### config.mk
export PLATFORM = sky130hd
export DESIGN_NAME = led_bar_meter_fill
export DESIGN_NICKNAME = d
export VERILOG_FILES = /design/src/design/lbm_pkg.sv /design/src/design/lbm_front.sv /design/src/design/lbm_cmd_queue.sv /design/src/design/lbm_back.sv /design/src/design/led_bar_meter_fill.sv
export SDC_FILE = /design/constraint.sdc
export NUM_CORES = 1
export LEC_CHECK = 0
export BUFFER_PORTS_ARGS = -buffer_cell sky130_fd_sc_hd__clkbuf_2
export CAP_MARGIN = 20
export CORE_MARGIN = 2
export CORE_UTILIZATION = 25
export DETAILED_ROUTE_END_ITERATION = 16
export GPL_TIMING_DRIVEN = 0
export PLACE_DENSITY_LB_ADDON = 0.12
export SLEW_MARGIN = 0
export SYNTH_ARGS = -nofsm -noshare
export SYNTH_HDL_FRONTEND = slang
export SYNTH_SLANG_ARGS = --single-unit
### constraint.sdc
create_clock -name i_clk -period 10 [get_ports i_clk]
set_clock_uncertainty 0.2 [all_clocks]
set_input_delay 0.5 -clock i_clk [delete_from_list [all_inputs] [get_ports i_clk]]
set_output_delay 0.5 -clock i_clk [all_outputs]
set_load 0.02 [all_outputs]
### src/design/lbm_pkg.sv
// Shared types and constants of the LED bar meter fill block.
// Used by the front, the command queue, the back and the top level.
// Depends on nothing.
package lbm_pkg;

    localparam int IDX_W     = 5;
    localparam int COLOR_W   = 24;
    localparam int VALUE_W   = 16;
    localparam int COUNT_W   = 2;
    localparam int SPAN_W    = 6;
    localparam int PROD_W    = 22;
    localparam int K_W       = 3;
    localparam int CFG_IDX_W = 3;

    localparam int CQ_DEPTH = 2;
    localparam int CQ_PTR_W = 1;
    localparam int CQ_CNT_W = 2;

    localparam logic [CFG_IDX_W-1:0] CFG_MAX_VALUE    = 3'd0;
    localparam logic [CFG_IDX_W-1:0] CFG_FG_COLOR     = 3'd1;
    localparam logic [CFG_IDX_W-1:0] CFG_BG_COLOR     = 3'd2;
    localparam logic [CFG_IDX_W-1:0] CFG_RANGE_COUNT  = 3'd3;
    localparam logic [CFG_IDX_W-1:0] CFG_RANGE0_START = 3'd4;
    localparam logic [CFG_IDX_W-1:0] CFG_RANGE0_END   = 3'd5;
    localparam int                   CFG_RANGE_STRIDE = 2;

    localparam logic [VALUE_W-1:0] MAX_VALUE_RESET = 16'd100;
    localparam logic [COLOR_W-1:0] COLOR_BLACK     = 24'h000000;

    typedef enum logic [1:0] {
        FS_IDLE,
        FS_MUL,
        FS_DIV,
        FS_PUSH
    } t_front_state;

    typedef struct packed {
        logic [IDX_W-1:0]  lo;
        logic [IDX_W-1:0]  hi;
        logic [IDX_W-1:0]  org;
        logic              up;
        logic [SPAN_W-1:0] lit;
        logic              last;
    } t_cmd;

endpackage

### src/design/lbm_front.sv
// Front part of the LED bar meter fill: accepts a reading, saturates it and
// works out the lit count of each range with a shift-subtract divider.
// Depends on lbm_pkg; feeds range commands into lbm_cmd_queue.
module lbm_front #(
    parameter int NUM_LEDS   = 32,
    parameter int MAX_RANGES = 2
) (
    input  logic                         i_clk,
    input  logic                         i_rst_n,
    input  logic                         i_push,
    output logic                         o_full,
    input  logic [lbm_pkg::VALUE_W-1:0]  i_meter_value,
    input  logic [lbm_pkg::VALUE_W-1:0]  i_max_value,
    input  logic [lbm_pkg::COUNT_W-1:0]  i_range_count,
    input  logic [lbm_pkg::IDX_W-1:0]    i_range_start [MAX_RANGES],
    input  logic [lbm_pkg::IDX_W-1:0]    i_range_end [MAX_RANGES],
    output logic                         o_cmd_push,
    output lbm_pkg::t_cmd                o_cmd,
    input  logic                         i_cmd_full
);
    import lbm_pkg::*;

    localparam int RNG_W = (MAX_RANGES > 1) ? $clog2(MAX_RANGES) : 1;
    localparam logic [IDX_W-1:0] LED_LAST = IDX_W'(NUM_LEDS - 1);

    t_front_state      r_state, n_state;
    logic [VALUE_W-1:0] r_v, n_v;
    logic [RNG_W-1:0]  r_rng, n_rng;
    logic [RNG_W-1:0]  r_last_rng, n_last_rng;
    logic [PROD_W-1:0] r_rem, n_rem;
    logic [SPAN_W-1:0] r_q, n_q;
    logic [SPAN_W-1:0] r_span, n_span;
    logic [K_W-1:0]    r_k, n_k;
    t_cmd              r_cmd, n_cmd;

    logic [COUNT_W-1:0] n_eff;
    logic [IDX_W-1:0]   s_clamp;
    logic [IDX_W-1:0]   e_clamp;
    logic               go_up;
    logic [SPAN_W-1:0]  span;
    logic [PROD_W-1:0]  div_sh;

    always_comb begin
        n_eff = (i_range_count > COUNT_W'(MAX_RANGES)) ? COUNT_W'(MAX_RANGES)
                                                       : i_range_count;
        s_clamp = (i_range_start[r_rng] > LED_LAST) ? LED_LAST : i_range_start[r_rng];
        e_clamp = (i_range_end[r_rng] > LED_LAST) ? LED_LAST : i_range_end[r_rng];
        go_up   = e_clamp > s_clamp;
        span    = go_up ? (SPAN_W'(e_clamp) - SPAN_W'(s_clamp) + SPAN_W'(1))
                        : (SPAN_W'(s_clamp) + SPAN_W'(1) - SPAN_W'(e_clamp));
        div_sh  = PROD_W'(i_max_value) << r_k;
    end

    always_comb begin
        n_state    = r_state;
        n_v        = r_v;
        n_rng      = r_rng;
        n_last_rng = r_last_rng;
        n_rem      = r_rem;
        n_q        = r_q;
        n_span     = r_span;
        n_k        = r_k;
        n_cmd      = r_cmd;
        o_full     = 1'b1;
        o_cmd_push = 1'b0;
        o_cmd      = r_cmd;
        o_cmd.lit  = (i_max_value == '0) ? r_span : r_q;
        case (r_state)
            FS_IDLE: begin
                o_full = 1'b0;
                if (i_push) begin
                    n_v        = (i_meter_value > i_max_value) ? i_max_value : i_meter_value;
                    n_rng      = '0;
                    n_last_rng = RNG_W'(n_eff - COUNT_W'(1));
                    if (n_eff != '0) begin
                        n_state = FS_MUL;
                    end
                end
            end
            FS_MUL: begin
                n_rem     = PROD_W'(r_v) * PROD_W'(span);
                n_q       = '0;
                n_k       = K_W'(SPAN_W - 1);
                n_span    = span;
                n_cmd.lo  = go_up ? s_clamp : e_clamp;
                n_cmd.hi  = go_up ? e_clamp : s_clamp;
                n_cmd.org = s_clamp;
                n_cmd.up  = go_up;
                n_cmd.lit = '0;
                n_cmd.last = (r_rng == r_last_rng);
                n_state   = FS_DIV;
            end
            FS_DIV: begin
                if (r_rem >= div_sh) begin
                    n_rem = r_rem - div_sh;
                    n_q   = {r_q[SPAN_W-2:0], 1'b1};
                end else begin
                    n_q   = {r_q[SPAN_W-2:0], 1'b0};
                end
                if (r_k == '0) begin
                    n_state = FS_PUSH;
                end else begin
                    n_k = r_k - K_W'(1);
                end
            end
            FS_PUSH: begin
                o_cmd_push = !i_cmd_full;
                if (!i_cmd_full) begin
                    if (r_cmd.last) begin
                        n_state = FS_IDLE;
                    end else begin
                        n_rng   = RNG_W'(r_rng + 1'b1);
                        n_state = FS_MUL;
                    end
                end
            end
            default: begin
                n_state = FS_IDLE;
            end
        endcase
    end

    always_ff @(posedge i_clk) begin
        if (!i_rst_n) begin
            r_state <= FS_IDLE;
        end else begin
            r_state <= n_state;
        end
    end

    always_ff @(posedge i_clk) begin
        r_v        <= n_v;
        r_rng      <= n_rng;
        r_last_rng <= n_last_rng;
        r_rem      <= n_rem;
        r_q        <= n_q;
        r_span     <= n_span;
        r_k        <= n_k;
        r_cmd      <= n_cmd;
    end

    a_lit_in_span: assert property (@(posedge i_clk) disable iff (!i_rst_n)
        (r_state == FS_PUSH && i_max_value != '0) |-> (r_q <= r_span))
        else $error("lit count exceeds range span");

    a_div_done_push: assert property (@(posedge i_clk) disable iff (!i_rst_n)
        (r_state == FS_DIV && r_k == '0) |=> (r_state == FS_PUSH))
        else $error("divider did not hand over to push");

endmodule

### src/design/lbm_cmd_queue.sv
// Two-entry queue of range commands between the front and the back.
// Depends on lbm_pkg for the command type and the queue sizes.
module lbm_cmd_queue (
    input  logic          i_clk,
    input  logic          i_rst_n,
    input  logic          i_push,
    input  lbm_pkg::t_cmd i_cmd,
    output logic          o_full,
    input  logic          i_pop,
    output lbm_pkg::t_cmd o_cmd,
    output logic          o_empty
);
    import lbm_pkg::*;

    t_cmd                r_slot [CQ_DEPTH];
    logic [CQ_PTR_W-1:0] r_wr_ptr, n_wr_ptr;
    logic [CQ_PTR_W-1:0] r_rd_ptr, n_rd_ptr;
    logic [CQ_CNT_W-1:0] r_count, n_count;
    logic                do_push;
    logic                do_pop;

    always_comb begin
        o_full   = (r_count == CQ_CNT_W'(CQ_DEPTH));
        o_empty  = (r_count == '0);
        o_cmd    = r_slot[r_rd_ptr];
        do_push  = i_push && !o_full;
        do_pop   = i_pop && !o_empty;
        n_wr_ptr = do_push ? CQ_PTR_W'(r_wr_ptr + 1'b1) : r_wr_ptr;
        n_rd_ptr = do_pop ? CQ_PTR_W'(r_rd_ptr + 1'b1) : r_rd_ptr;
        n_count  = CQ_CNT_W'(r_count + CQ_CNT_W'(do_push) - CQ_CNT_W'(do_pop));
    end

    always_ff @(posedge i_clk) begin
        if (!i_rst_n) begin
            r_wr_ptr <= '0;
            r_rd_ptr <= '0;
            r_count  <= '0;
        end else begin
            r_wr_ptr <= n_wr_ptr;
            r_rd_ptr <= n_rd_ptr;
            r_count  <= n_count;
        end
    end

    always_ff @(posedge i_clk) begin
        if (do_push) begin
            r_slot[r_wr_ptr] <= i_cmd;
        end
    end

    a_count_bound: assert property (@(posedge i_clk) disable iff (!i_rst_n)
        r_count <= CQ_CNT_W'(CQ_DEPTH))
        else $error("command queue count out of range");

endmodule

### src/design/lbm_back.sv
// Back part of the LED bar meter fill: walks each range command and emits
// one LED color write per cycle into the output register while it is free or popped.
// Depends on lbm_pkg; takes commands from lbm_cmd_queue.
module lbm_back (
    input  logic                        i_clk,
    input  logic                        i_rst_n,
    input  lbm_pkg::t_cmd               i_cmd,
    input  logic                        i_cmd_empty,
    output logic                        o_cmd_pop,
    input  logic [lbm_pkg::COLOR_W-1:0] i_fg_color,
    input  logic [lbm_pkg::COLOR_W-1:0] i_bg_color,
    input  logic                        i_pop,
    output logic                        o_empty,
    output logic [lbm_pkg::IDX_W-1:0]   o_led_index,
    output logic [lbm_pkg::COLOR_W-1:0] o_led_color,
    output logic                        o_last_write
);
    import lbm_pkg::*;

    logic               r_busy, n_busy;
    logic               r_out_valid, n_out_valid;
    t_cmd               r_cmd, n_cmd;
    logic [IDX_W-1:0]   r_i, n_i;
    logic [IDX_W-1:0]   r_idx, n_idx;
    logic [COLOR_W-1:0] r_color, n_color;
    logic               r_last, n_last;

    logic               slot_free;
    logic [IDX_W-1:0]   led_dist;
    logic               lit_on;

    always_comb begin
        slot_free   = !r_out_valid || i_pop;
        led_dist    = r_cmd.up ? (r_i - r_cmd.org) : (r_cmd.org - r_i);
        lit_on      = {1'b0, led_dist} < r_cmd.lit;
        o_cmd_pop   = !r_busy && !i_cmd_empty;
        n_busy      = r_busy;
        n_cmd       = r_cmd;
        n_i         = r_i;
        n_out_valid = r_out_valid && !i_pop;
        n_idx       = r_idx;
        n_color     = r_color;
        n_last      = r_last;
        if (!r_busy) begin
            if (!i_cmd_empty) begin
                n_cmd  = i_cmd;
                n_i    = i_cmd.lo;
                n_busy = 1'b1;
            end
        end else if (slot_free) begin
            n_out_valid = 1'b1;
            n_idx       = r_i;
            n_color     = lit_on ? i_fg_color : i_bg_color;
            n_last      = r_cmd.last && (r_i == r_cmd.hi);
            if (r_i == r_cmd.hi) begin
                n_busy = 1'b0;
            end else begin
                n_i = r_i + IDX_W'(1);
            end
        end
    end

    assign o_empty      = !r_out_valid;
    assign o_led_index  = r_idx;
    assign o_led_color  = r_color;
    assign o_last_write = r_last;

    always_ff @(posedge i_clk) begin
        if (!i_rst_n) begin
            r_busy      <= 1'b0;
            r_out_valid <= 1'b0;
        end else begin
            r_busy      <= n_busy;
            r_out_valid <= n_out_valid;
        end
    end

    always_ff @(posedge i_clk) begin
        r_cmd   <= n_cmd;
        r_i     <= n_i;
        r_idx   <= n_idx;
        r_color <= n_color;
        r_last  <= n_last;
    end

    a_walk_in_range: assert property (@(posedge i_clk) disable iff (!i_rst_n)
        r_busy |-> (r_i >= r_cmd.lo && r_i <= r_cmd.hi))
        else $error("LED walk left its range");

endmodule

### src/design/led_bar_meter_fill.sv
// Flow: the front takes a reading when full is low, then works each range in turn
// (multiply, six divide steps, push into the command queue) with full held high,
// also while the command queue is full; it takes the next reading once the last
// range command is pushed, while the back may still be writing LEDs of earlier ones.
// Reset: synchronous, active low; control and configuration registers return to their
// defaults and the command queue empties.
module led_bar_meter_fill #(
    parameter int NUM_LEDS   = 32,
    parameter int MAX_RANGES = 2
) (
    input  logic                            i_clk,
    input  logic                            i_rst_n,
    input  logic                            push,
    output logic                            full,
    input  logic [lbm_pkg::VALUE_W-1:0]     i_meter_value,
    output logic                            empty,
    input  logic                            pop,
    output logic [lbm_pkg::IDX_W-1:0]       o_led_index,
    output logic [lbm_pkg::COLOR_W-1:0]     o_led_color,
    output logic                            o_last_write,
    input  logic                            i_cfg_valid,
    output logic                            o_cfg_ready,
    input  logic [lbm_pkg::CFG_IDX_W-1:0]   i_cfg_index,
    input  logic [lbm_pkg::COLOR_W-1:0]     i_cfg_data
);
    import lbm_pkg::*;

    logic [VALUE_W-1:0] r_max_value;
    logic [COLOR_W-1:0] r_fg_color;
    logic [COLOR_W-1:0] r_bg_color;
    logic [COUNT_W-1:0] r_range_count;
    logic [IDX_W-1:0]   r_range_start [MAX_RANGES];
    logic [IDX_W-1:0]   r_range_end [MAX_RANGES];

    logic cfg_we;
    logic cmd_push;
    logic cmd_full;
    logic cmd_pop;
    logic cmd_empty;
    t_cmd cmd_in;
    t_cmd cmd_out;

    assign o_cfg_ready = 1'b1;
    assign cfg_we      = i_cfg_valid && o_cfg_ready;

    always_ff @(posedge i_clk) begin
        if (!i_rst_n) begin
            r_max_value   <= MAX_VALUE_RESET;
            r_fg_color    <= COLOR_BLACK;
            r_bg_color    <= COLOR_BLACK;
            r_range_count <= '0;
        end else if (cfg_we) begin
            case (i_cfg_index)
                CFG_MAX_VALUE:   r_max_value   <= i_cfg_data[VALUE_W-1:0];
                CFG_FG_COLOR:    r_fg_color    <= i_cfg_data;
                CFG_BG_COLOR:    r_bg_color    <= i_cfg_data;
                CFG_RANGE_COUNT: r_range_count <= i_cfg_data[COUNT_W-1:0];
                default: begin
                end
            endcase
        end
    end

    for (genvar g = 0; g < MAX_RANGES; g++) begin : g_range
        localparam logic [CFG_IDX_W-1:0] START_IDX =
            CFG_IDX_W'(CFG_RANGE0_START + CFG_RANGE_STRIDE * g);
        localparam logic [CFG_IDX_W-1:0] END_IDX =
            CFG_IDX_W'(CFG_RANGE0_END + CFG_RANGE_STRIDE * g);

        always_ff @(posedge i_clk) begin
            if (!i_rst_n) begin
                r_range_start[g] <= '0;
                r_range_end[g]   <= '0;
            end else if (cfg_we) begin
                if (i_cfg_index == START_IDX) begin
                    r_range_start[g] <= i_cfg_data[IDX_W-1:0];
                end
                if (i_cfg_index == END_IDX) begin
                    r_range_end[g] <= i_cfg_data[IDX_W-1:0];
                end
            end
        end
    end

    lbm_front #(
        .NUM_LEDS   (NUM_LEDS),
        .MAX_RANGES (MAX_RANGES)
    ) u_front (
        .i_clk         (i_clk),
        .i_rst_n       (i_rst_n),
        .i_push        (push),
        .o_full        (full),
        .i_meter_value (i_meter_value),
        .i_max_value   (r_max_value),
        .i_range_count (r_range_count),
        .i_range_start (r_range_start),
        .i_range_end   (r_range_end),
        .o_cmd_push    (cmd_push),
        .o_cmd         (cmd_in),
        .i_cmd_full    (cmd_full)
    );

    lbm_cmd_queue u_queue (
        .i_clk   (i_clk),
        .i_rst_n (i_rst_n),
        .i_push  (cmd_push),
        .i_cmd   (cmd_in),
        .o_full  (cmd_full),
        .i_pop   (cmd_pop),
        .o_cmd   (cmd_out),
        .o_empty (cmd_empty)
    );

    lbm_back u_back (
        .i_clk        (i_clk),
        .i_rst_n      (i_rst_n),
        .i_cmd        (cmd_out),
        .i_cmd_empty  (cmd_empty),
        .o_cmd_pop    (cmd_pop),
        .i_fg_color   (r_fg_color),
        .i_bg_color   (r_bg_color),
        .i_pop        (pop),
        .o_empty      (empty),
        .o_led_index  (o_led_index),
        .o_led_color  (o_led_color),
        .o_last_write (o_last_write)
    );

endmodule

==> run summary, run 1 <==
Most used cell along the critical path: sky130_fd_sc_hd__fa_1. The run gives 2498 as the placed instance count. The library cell used most frequently in the layout, excluding fill and tap cells, is sky130_fd_sc_hd__nand2_1. Number of post-CTS setup repair buffers: 0.

The count of TritonRoute iterations in the first routing pass came out at 5. For the DRC violation total after the first TritonRoute iteration, the log shows 630. The highest fanout seen on the critical path works out to 10. The proportion of synthesized chip area in sequential cells is 0.429, and the share of synthesized flip-flops with an asynchronous set or reset is 0.

For the pin with the worst max-slew slack, the measured transition is 0.890 ns. Clock tree synthesis found a total of 266 sinks. The initial antenna violation count was 0; the quantity of hold-fixing buffers added after cts was 19.

The count of cells in the finished layout, fillers not included, comes to 2576. Pin placement for this block handled 81 I/O pins. The final RePlAce weighted congestion is 0.804, and the endpoint required time on the critical path is 10.10 ns.

The area of the placeable core was 64700 um^2. The number of distinct library cells after synthesis is 72. The top achievable clock speed was 118 MHz; the antenna violation net count after detailed routing was 0. The synthesized design contains 266 register bits. TritonCTS built the clock tree.

The worst hold path belongs to the class in2reg. The source-to-sink clock delay at the later pin of the worst-skew pair was 0.58 ns; the headroom to the max-slew limit was 0.405. The overall power after layout is 5.02 mW, and the maximum cell stage delay along the critical path is 0.61 ns. Counting flops with a built-in enable in the synthesized netlist gives 171. Measured along the y axis, the die boundary spans 260 um. The first global-routing pass estimated 70300 um of wire. The proportion of layout cells with a drive suffix above 1 is 0.134.

OpenSTA, run right after detailed placement, puts the worst setup slack at 1.36 ns. For the data arrival time of the critical path, the log shows 8.60 ns. The run finished with clean final reports. After detailed routing, the number of vias per cell comes to 4.45.

The average instance area after synthesis is 10.5 um^2. Max-cap violations in this run came to 0. Cell type contributing the most total cell area after synthesis: sky130_fd_sc_hd__edfxtp_1.

Hold is met by 0.0955 ns. The logs give 1 for the deepest level of the CTS H-tree and 11700 for the number of global-route vias before repair. The wire length per cell is 17.6 um, and the starting density of the core is 0.253. The half-perimeter wire length after detailed placement was 35000 um; the via total after detailed routing was 11500. Final hold violation count: 0.

The count of input and output buffers came out at 73. Sorting the synthesized cells by area gives the leading types as sky130_fd_sc_hd__edfxtp_1 (31%), sky130_fd_sc_hd__dfxtp_1 (12%), sky130_fd_sc_hd__ha_1 (8.0%), sky130_fd_sc_hd__fa_1 (7.8%), sky130_fd_sc_hd__mux2i_1 (4.6%). The kind of critical path was reg2reg.

Yosys printed 0 warnings. In this run the static leakage power is 7.83 nW. The final-report max-slew violation count was 0.

The final critical-path share of the clock period is 0.850, and the setup slack after layout is 1.50 ns. The maximum buffer depth of the clock tree is 3, and the shortest period the worst path allows is 8.50 ns. On the critical path, the stage with the largest delay is an instance of sky130_fd_sc_hd__buf_1. The share of the synthesized area in the top cell type is 0.313, and the cell count after synthesis is 1565.

The most used flip-flop cell after synthesis is sky130_fd_sc_hd__edfxtp_1. The total congestion overflow is 0. In this run the cell area of the synthesized design comes to 16400 um^2. The cell sitting at the root of the clock tree is a sky130_fd_sc_hd__clkbuf_16. 0 antenna diodes ended up in the layout. The tools report the detailed-route DRC error count as 0.

The pin count of the biggest net entering global routing is 31, and the number of standard-cell rows in the floorplan is 93. At the end of the flow, the number of nets in the layout was 1913. The area growth from synthesis to layout is 16.9%. The worst setup path is captured at a flip-flop. The global routing usage summed across all routing layers is 0.134. The worst IR drop on VDD is 127 uV, and the total CTS buffers is 31. The floorplan step set the die width to 260 um. The area of the die came out at 67700 um^2.

Setup repair after global routing left no endpoint under its margin. The number of nets in the synthesized netlist is 1782. Clock-pin slew was measured on the worst setup and hold paths at 0.06 ns. The library cells used most frequently in the layout, excluding fill and tap cells, are sky130_fd_sc_hd__nand2_1 (196), sky130_fd_sc_hd__edfxtp_1 (171), sky130_fd_sc_hd__inv_1 (146). Power spread over the standard cell area amounts to 262 nW/um^2.

Setup TNS after final layout: 0 ns. Setup violations remaining at the end of the flow were counted as 0. STA classifies the critical path startpoint as a flip-flop.

The number of cells upsized or downsized after cts was 0. The routed design has 45200 um of wire.
[logic make-up after synthesis]
family,after synthesis,share of synthesized area
other,1,0.000229
AOI/OAI and AO/OA,262,0.101
adders and majority gates,169,0.158
xor gates and xnor gates,52,0.0278
buffers and inverters,209,0.0496
DFF,266,0.429
and+or+nand+nor,458,0.133
muxes,148,0.101
[routing by layer]
layer,global-route usage,up-vias,wire [um],part of all wire
met5,0,-,0,0
met4,0.0210,0,636,0.014
met3,0.0163,44,1280,0.028
met2,0.217,147,21000,0.46
met1,0.193,5590,22300,0.49
li1,-,5670,-,-
[critical path: cells and delay by family (launching register included)]
kind / cells / cell delay, ns
AO/OA/AOI/OAI: 8 / 1.75
XOR/XNOR: 2 / 0.31
adder cells (fa/ha/maj): 6 / 2.80
buffers and inverters: 5 / 1.25
flip-flops: 1 / 0.41
multiplexers: 3 / 1.16
AND/OR/NAND/NOR: 2 / 0.35
[power breakdown]
part           total, mW  switching, mW  internal [mW]
clock               1.15          0.459          0.695
combinational       2.30           1.40          0.907
sequential          1.56          0.114           1.45
total               5.02           1.97           3.05
[worst paths after layout]
check	from	to	slack, ns	depth (start not counted)
setup / recovery	u_front.r_rng	u_front.r_rem[20]	1.50	26
hold reg to reg	u_front.o_cmd[10]	u_queue.r_slot[0][10]	0.25	0
setup reg to reg	u_front.r_rng	u_front.r_rem[20]	1.50	26
hold / removal	i_meter_value[7]	u_front.r_v[7]	0.1	2
[synth_stat cells (all sizes together) (2+ instances only)]
cell and instances:
a2111oi 3, a211oi 9, a21boi 3, a21o 12, a21oi 124, a221oi 6
a31o 3, a31oi 5, and2 79, and3 12, and4 3, buf 20
clkbuf 41, dfxtp 95, edfxtp 171, fa 64, ha 105, inv 148
mux2 69, mux2i 75, mux4 4, nand2 196, nand2b 8, nand3 19
nand4 7, nor2 71, nor2b 28, nor3 11, nor3b 2, nor4 5
o211a 5, o211ai 6, o21a 13, o21ai 48, o21bai 7, o31a 2
o31ai 2, o32ai 2, or2 4, or3 9, xnor2 39, xor2 13
[metrics by stage]
step	cell area, um^2	utilization
4_1_cts	19200	0.296
6_report	19200	0.296
5_1_grt	19200	0.296
3_3_place_gp	17800	0.276
2_1_floorplan	16400	-
3_5_place_dp	17900	0.277
[state kept, by name (all words and copies together), names as in the netlist, 2 cells and up, named ones only]
| register | cells |
|---|---|
| u_back.o_led_color | 24 |
| u_queue.r_count | 2 |
| r_range_count | 2 |
| r_range_start | 10 |
| r_range_end | 10 |
| u_back.o_led_index | 5 |
| u_front.o_cmd | 17 |
| u_queue.r_slot | 46 |
| u_back.r_cmd | 18 |
| r_max_value | 16 |
| u_front.r_q | 6 |
| u_front.r_rem | 22 |
| u_front.r_state | 2 |
| u_front.r_k | 3 |
| r_fg_color | 24 |
| r_bg_color | 24 |
| u_back.r_i | 5 |
| u_front.r_span | 6 |
| u_front.r_v | 16 |
[cell type report]
cell class | count | area, um^2
Buffer | 61 | 258
Clock buffer | 37 | 798
Clock inverter | 21 | 233
Fill cell | 6805 | 45500
Inverter | 148 | 556
Multi-Input combinational cell | 1090 | 8550
Sequential cell | 266 | 7040
Tap cell | 855 | 1070
Timing Repair Buffer | 98 | 664
Power figures use the tool's default switching activity.
==> run 2, diff against run 1 <==
==> constraint.sdc (replaced) <==
create_clock -name i_clk -period 8.59 [get_ports i_clk]
set_clock_uncertainty 0.2 [all_clocks]
set_input_delay 0.4295 -clock i_clk [delete_from_list [all_inputs] [get_ports i_clk]]
set_output_delay 0.4295 -clock i_clk [all_outputs]
set_load 0.02 [all_outputs]
==> run 2 against run 1 <==
Compared with the run above: via count increased by 0.44%; cell area is 0.55% higher; flip-flop and latch count unchanged; non-clock buffer count grew 9; first-iteration DRC count is 10% lower; worst hold slack worse by 0.061 ns; die area is the same; core utilization up 0.16 points; combinational power up 17%; critical path depth grew 1; clock power is 17% higher; critical endpoint unchanged; total power is 16% higher.
==> run summary, run 2 (synthesis results as in run 1) <==
For the number of global-route vias before repair, the log shows 11700 (+0.30%). For the deepest level of the CTS H-tree, the log shows 1 (unchanged). Height of the chip: 260 um (unchanged). The tightest min-delay check is of the in2reg type.

The met1 track utilization from global routing is 0.193 (about the same), and the area growth from synthesis to final layout is 17.6%. Top achievable clock speed: 125 MHz (+6.3%). Worst IR drop on VDD: 148 uV (+16%). The number of flip-flops under the largest register name was 46 (unchanged). The tree is rooted in a sky130_fd_sc_hd__clkbuf_16.

The total CTS buffers is 31 (unchanged). The top-level I/O count was 81 (unchanged); the count of input and output buffers was 73 (unchanged). The final critical-path share of the clock period came out at 0.931 (+0.0813).

The logs give 0 (unchanged) for the initial antenna violation count and 266 (unchanged) for the number of clock sinks seen by CTS. The die extent in x is 260 um (unchanged), and the wire length per cell is 17.5 um (-0.40%). The global-route track usage on met3 is 0.0160 (-0.000292), and the final RePlAce weighted congestion is 0.804 (unchanged). The logs give 0 (unchanged) for the final hold violation count and 11500 (+0.44%) for the via total after detailed routing. The global routing usage summed across all routing layers is 0.134 (about the same), and the number of failing setup endpoints in the final timing report is 0 (unchanged).

The type of element capturing the critical path was a flip-flop. The final-report max-slew violation count came out at 0 (unchanged). The number of post-CTS setup repair buffers is 0 (unchanged). The run finished with clean final reports. The clock-pin transition on the worst setup and hold timing paths is 0.06 ns (about the same), and the total inserted antenna cells is 0 (unchanged).

For the met2 track demand over resource in global routing, the log shows 0.217 (+0.000296). The placed instance count is 2498 (unchanged). The logs give -0.0549 ns (-1.41 ns) for the setup slack at placement and 0.0343 ns (-0.0612 ns) for the tightest hold margin. The setup slack after layout came out at 0.592 ns (-0.910 ns). The pin count of the biggest net entering global routing was 31 (unchanged). The most frequent standard cell in the layout excluding fill and tap cells is sky130_fd_sc_hd__nand2_1.

For the filler cell count, the log shows 6797 (-0.12%). The run gives 5 (unchanged) as the count of TritonRoute iterations in the first routing pass. The number of nets in the layout came out at 1922 (+0.47%). In the layout the commonest cells are sky130_fd_sc_hd__nand2_1 (196), sky130_fd_sc_hd__edfxtp_1 (171), sky130_fd_sc_hd__inv_1 (146). The critical path in this run is classified as reg2reg. The area of the die was 67700 um^2 (unchanged). The tools report the max-cap violation count as 0 (unchanged). Proportion of layout cells with a drive suffix above 1: 0.136 (+0.00219). The slew at the pin closest to its max-slew limit was 0.890 ns (+0.0000888 ns); the wire length of the first global-routing pass was 70300 um (about the same).

Most congested layer reported by global routing: met2. The half-perimeter wire length after detailed placement was 35000 um (unchanged). Ranked by flip-flop count, first place goes to u_queue.r_slot.

Overall power after layout: 5.85 mW (+16%). Endpoint required time on the critical path: 8.68 ns (-1.42 ns). The tools report the antenna violation net count after detailed routing as 0 (unchanged). The total power per unit cell area is 303 nW/um^2 (+16%), and the post-detailed-routing wire length is 45200 um (about the same). Highest fanout seen on the critical path: 10 (unchanged). The maximum buffer depth of the clock tree is 3 (unchanged). The area of the placeable core was 64700 um^2 (unchanged); the starting density of the core was 0.253 (unchanged). The count of placed standard cells in the final layout, fillers left out is 2585 (+0.35%), and the data arrival time of the critical path is 8.09 ns (-0.51 ns). The routed via count divided by cell count works out to 4.45 (about the same).

The run gives 93 (unchanged) as the number of standard-cell rows in the floorplan. The shortest period the worst path allows is 8.00 ns (-0.500 ns). TritonCTS built the clock tree.

The detailed-route DRC error count came out at 0 (unchanged). For the static leakage, the log shows 7.87 nW (+0.47%). For the source-to-sink clock delay at the later pin of the worst-skew pair, the log shows 0.57 ns (about the same). For the DRC violation total after the first TritonRoute iteration, the log shows 566 (-10%). The tools report the headroom to the max-slew limit as 0.405 (about the same). Total congestion overflow: 0 (unchanged). The worst setup path is launched from a flip-flop.
==> run 2: changes by cell type in the layout (fill, tap and decap cells not counted), sizes merged <==
cell	previous run	this run
dlygate4sd3	19	28
==> run 2: metal layers <==
| layer | vias up | wire length [um] |
|---|---|---|
| li1 | 5688 | - |
| met1 | 5615 | 22200 |
| met2 | 154 | 21100 |
| met3 | 44 | 1270 |
| met4 | 0 | 635 |
| met5 | - | 0 |
==> run 2: critical path, stage by stage (launching register included) <==
cell,delay (ns)
sky130_fd_sc_hd__edfxtp_1,0.41
sky130_fd_sc_hd__buf_2,0.36
sky130_fd_sc_hd__mux2i_1,0.65
sky130_fd_sc_hd__inv_1,0.10
sky130_fd_sc_hd__ha_1,0.21
sky130_fd_sc_hd__ha_1,0.22
sky130_fd_sc_hd__fa_1,0.43
sky130_fd_sc_hd__nor2b_1,0.15
sky130_fd_sc_hd__o21ai_0,0.14
sky130_fd_sc_hd__a21oi_1,0.09
sky130_fd_sc_hd__nor2_1,0.12
sky130_fd_sc_hd__xnor2_1,0.09
sky130_fd_sc_hd__mux2i_2,0.40
sky130_fd_sc_hd__buf_2,0.35
sky130_fd_sc_hd__and2_1,0.20
sky130_fd_sc_hd__fa_1,0.42
sky130_fd_sc_hd__fa_1,0.55
sky130_fd_sc_hd__inv_1,0.06
sky130_fd_sc_hd__fa_1,0.56
sky130_fd_sc_hd__inv_1,0.05
sky130_fd_sc_hd__ha_1,0.34
sky130_fd_sc_hd__a21oi_1,0.27
sky130_fd_sc_hd__o21ai_0,0.21
sky130_fd_sc_hd__a41oi_2,0.34
sky130_fd_sc_hd__o21ai_1,0.20
sky130_fd_sc_hd__a221oi_2,0.29
sky130_fd_sc_hd__xor2_1,0.22
sky130_fd_sc_hd__mux2i_1,0.09
==> run 2: area by class of cell <==
class,count,area (um^2),area share
clock buffers,37,798,0.0414
flip-flops and latches,266,7040,0.365
plain buffers,61,259,0.0134
clock inverters,21,233,0.0121
multi-input cells,1090,8570,0.445
inverters,148,556,0.0288
well taps,855,1070,0.0555
repair buffers,107,754,0.0391
==> run 2: final timing paths <==
path                            slack, ns  depth (start not counted)               from               endpoint
worst max-delay path                 0.59                         27      u_front.r_rng      u_front.r_rem[20]
worst max register to register       0.59                         27      u_front.r_rng      u_front.r_rem[20]
worst min-delay path                 0.03                          2   i_meter_value[6]         u_front.r_v[6]
worst min register to register       0.25                          0  u_front.o_cmd[10]  u_queue.r_slot[0][10]
==> run 2: power breakdown <==
| group | total [mW] | switching (mW) | internal (mW) |
|---|---|---|---|
| clock | 1.34 | 0.532 | 0.809 |
| combinational | 2.69 | 1.63 | 1.06 |
| sequential | 1.82 | 0.133 | 1.69 |
| total | 5.85 | 2.29 | 3.56 |
==> run 2: per-stage QoR <==
step,area [um^2],TNS (ns),util
floorplan,16400,0,-
global placement,17800,-0.534,0.276
detailed placement,17900,-0.122,0.277
CTS,19300,0,0.298
global route,19300,-0.0105,0.298
finish,19300,0,0.298
==> run 2: what timing repair did <==
item,4_1_cts,5_1_grt
gates cloned,0,0
endpoints found under the setup margin,4,6
resized for setup,1,4
hold buffers,28,0
hold endpoints to repair,57,0
==> run 3, diff against run 2 <==
--- a/config.mk
+++ b/config.mk
@@ -7,11 +7,11 @@
 export LEC_CHECK = 0
 export BUFFER_PORTS_ARGS = -buffer_cell sky130_fd_sc_hd__clkbuf_2
 export CAP_MARGIN = 20
-export CORE_MARGIN = 2
 export CORE_UTILIZATION = 25
+export CTS_CLUSTER_SIZE = 24
 export DETAILED_ROUTE_END_ITERATION = 16
 export GPL_TIMING_DRIVEN = 0
-export PLACE_DENSITY_LB_ADDON = 0.12
+export PLACE_DENSITY_LB_ADDON = 0.2
 export SLEW_MARGIN = 0
 export SYNTH_ARGS = -nofsm -noshare
 export SYNTH_HDL_FRONTEND = slang
==> run 3 against run 2 <==
Compared with the run above: sequential share of layout area increased by 0.27 points; sequential power barely moved; combinational power barely moved; largest power group unchanged; critical path type unchanged; clock power fell by 5%.
==> run summary, run 3 (synthesis results as in run 1) <==
The run finished with clean final reports. Cell area reported after detailed placement: 18000 um^2 (about the same). The initial antenna violation count was 0 (unchanged). Start point of the critical path: u_front.r_rng. The final-report max-slew violation count was 0 (unchanged); the setup slack at placement was -0.304 ns (-0.249 ns). The final critical-path share of the clock period came out at 0.933 (+0.00176). The endpoint of the lowest-slack register-to-register path is u_front.r_rem[15].

The wire length of the first global-routing pass was 68100 um (-3.1%); the setup slack after layout was 0.577 ns (-0.0151 ns). The sequential cell fraction of total power is 0.315 (+0.004), and the static leakage is 7.81 nW (-0.69%). The library cells used most frequently in the layout, excluding fill and tap cells, are sky130_fd_sc_hd__nand2_1 (196), sky130_fd_sc_hd__edfxtp_1 (171), sky130_fd_sc_hd__inv_1 (147). The final instance area was 19100 um^2 (-0.73%); the global routing usage summed across all routing layers was 0.129 (-0.00429). The tools report the startpoint class of the critical path as a flip-flop.

Top-level I/O count: 81 (unchanged). TritonCTS built the clock tree. The final standard cell utilization of the core was 0.296 (-0.00163).

The half-perimeter wire length after detailed placement is 33700 um (-3.9%). The wire length per cell works out to 16.9 um (-3.5%). Number of failing setup endpoints in the final timing report: 0 (unchanged).

The clock-pin transition on the worst setup and hold timing paths was 0.06 ns (about the same); the count of input and output buffers was 73 (unchanged). The slew at the pin closest to its max-slew limit was 0.848 ns (-0.0419 ns); the number of global-route vias before repair was 11600 (-0.51%). The tools report the starting density of the core as 0.254 (+0.000457).

The source-to-sink clock delay at the later pin of the worst-skew pair is 0.56 ns (about the same), and the highest fanout seen on the critical path is 10 (unchanged). The logic gate share of total power was 0.464 (+0.005). The kind of cell adding the most delay to the critical path is adder cells. For the final hold violation count, the log shows 0 (unchanged). The tools report the clock root buffer as sky130_fd_sc_hd__clkbuf_16. The max-cap violation count came out at 0 (unchanged). The tools report the area of the die as 66600 um^2 (-1.5%). The tools report the count of TritonRoute iterations in the first routing pass as 5 (unchanged).

The clock network fraction of design power is 0.221 (-0.008), and the number of standard-cell rows in the floorplan is 93 (unchanged). The antenna violation net count after detailed routing is 0 (unchanged), and the endpoint required time on the critical path is 8.82 ns (+0.14 ns). The total power per unit cell area was 302 nW/um^2 (-0.63%). The library cell used most frequently in the layout, excluding fill and tap cells, is sky130_fd_sc_hd__nand2_1. The logs give 8.24 ns (+0.15 ns) for the data arrival time of the critical path and 0 ns (unchanged) for the setup TNS after final layout. The total stage count of the critical path was 27 (unchanged).

The tools report the total congestion overflow as 0 (unchanged). The largest register by flop count was u_queue.r_slot. Setup repair after global routing left no endpoint under its margin. In this design, the critical path's most frequently occurring cell is sky130_fd_sc_hd__fa_1. The proportion of layout cells with a drive suffix above 1 was 0.136 (about the same); the top achievable clock speed was 125 MHz (-0.19%). The kind of critical path is reg2reg.

The routed via count divided by cell count was 4.49 (+0.85%); the total inserted antenna cells was 0 (unchanged). The maximum cell stage delay along the critical path works out to 0.57 ns (-0.08 ns). The height of the chip was 258 um (-0.77%); the worst IR drop on VDD was 165 uV (+12%).

The classification of the worst-slack hold path was in2reg. The switching fraction of total power is 0.394 (+0.00237), and the setup slack of the worst register-to-register path is 0.58 ns (-0.02 ns). The DRC violation total after the first TritonRoute iteration is 551 (-2.7%). The shortest period the worst path allows came out at 8.01 ns (+0.0151 ns).

The die extent in x was 258 um (-0.77%). STA classifies the critical path endpoint as a flip-flop. The area growth from synthesis to final layout was 16.7%. The maximum buffer depth of the clock tree came out at 3 (unchanged). The combined buffer and inverter count along the critical path was 5 (unchanged); the number of cells on the worst hold path was 2 (unchanged). The headroom to the max-slew limit is 0.433 (+0.0281).

The slowest stage of the critical path is the sky130_fd_sc_hd__fa_1 cell. The internal power contribution came out at 3.50 mW (-1.7%). The logs give 0.834 (+3.8%) for the final RePlAce weighted congestion and 1 (unchanged) for the deepest level of the CTS H-tree. The logs give 1912 (-0.52%) for the number of nets in the layout and 64600 um^2 (-0.18%) for the area of the placeable core. Detailed-route DRC error count: 0 (unchanged). The tools report the overall power after layout as 5.77 mW (-1.4%).

End of the critical path: u_front.r_rem[15]. For the via total after detailed routing, the log shows 11500 (+0.35%). The number of flip-flops under the largest register name came out at 46 (unchanged). The switching power summed over all nets was 2.27 mW (-0.76%); the number of clock sinks seen by CTS was 266 (unchanged).

The pin count of the biggest net entering global routing is 23 (-26%), and the post-detailed-routing wire length is 43400 um (-4.0%). The tools report the number of post-CTS setup repair buffers as 0 (unchanged). Total CTS buffers: 29 (-6.5%).

Start of the worst register-to-register path: u_front.r_rng. The number of cell instances on the worst register-to-register path works out to 27 (unchanged).
## run 3: metal layers
layer / part of all wire / track usage / wire, um / vias to the layer above
met5: 0 / 0 / 0 / -
li1: - / - / - / 5667
met2: 0.45 / 0.206 / 19700 / 193
met1: 0.50 / 0.187 / 21600 / 5635
met3: 0.032 / 0.0169 / 1390 / 46
met4: 0.017 / 0.0240 / 746 / 0
## run 3: worst register-to-register path, delay by kind of cell, from the launching register on
| kind | cells | cell delay (ns) |
|---|---|---|
| AOI/OAI and AO/OA | 8 | 1.92 |
| buffers and inverters | 5 | 0.90 |
| xor gates and xnor gates | 1 | 0.10 |
| and+or+nand+nor | 4 | 0.56 |
| muxes | 2 | 0.87 |
| DFF | 1 | 0.42 |
| adders and majority gates | 7 | 2.93 |
## run 3: power groups by stage
stage	Sequential [mW]	Combinational, mW	Clock (mW)
floorplan	1.84	1.87	0
global placement	1.85	2.61	0
detailed placement	1.85	2.64	0
CTS	1.83	2.68	1.30
global route	1.84	3.01	1.35
finish	1.82	2.68	1.27
## run 3: cell type report
| class | instances | area [um^2] |
|---|---|---|
| Buffer | 61 | 259 |
| Clock buffer | 37 | 798 |
| Clock inverter | 16 | 155 |
| Fill cell | 6741 | 45400 |
| Inverter | 148 | 556 |
| Multi-Input combinational cell | 1090 | 8570 |
| Sequential cell | 266 | 7040 |
| Tap cell | 855 | 1070 |
| Timing Repair Buffer | 99 | 686 |
## run 3: how the worst min path moves through the flow
stage,start,endpoint,slack (ns)
after detailed placement,u_front.o_cmd[13],u_queue.r_slot[1][13],0.24
final,i_meter_value[5],u_front.r_v[5],0.03
after global routing,i_meter_value[5],u_front.r_v[5],0.01
after global placement,u_front.o_cmd[9],u_queue.r_slot[0][9],0.22
after floorplan,u_front.o_cmd[10],u_queue.r_slot[0][10],0.22
after CTS,i_meter_value[5],u_front.r_v[5],0.004
## run 3: repair_timing
item,4_1_cts,5_1_grt
resized for setup,2,6
hold endpoints to repair,49,0
cloned,0,0
endpoints found under the setup margin,4,6
hold buffers,20,0
## run 3: per-stage QoR
step / hold slack [ns] / instances
final: 0.0297 / 2572
after global routing: 0.0108 / 2572
after CTS: 0.00369 / 2571
after detailed placement: 0.236 / 2498
after global placement: 0.224 / 2493
after floorplan: 0.221 / 1565
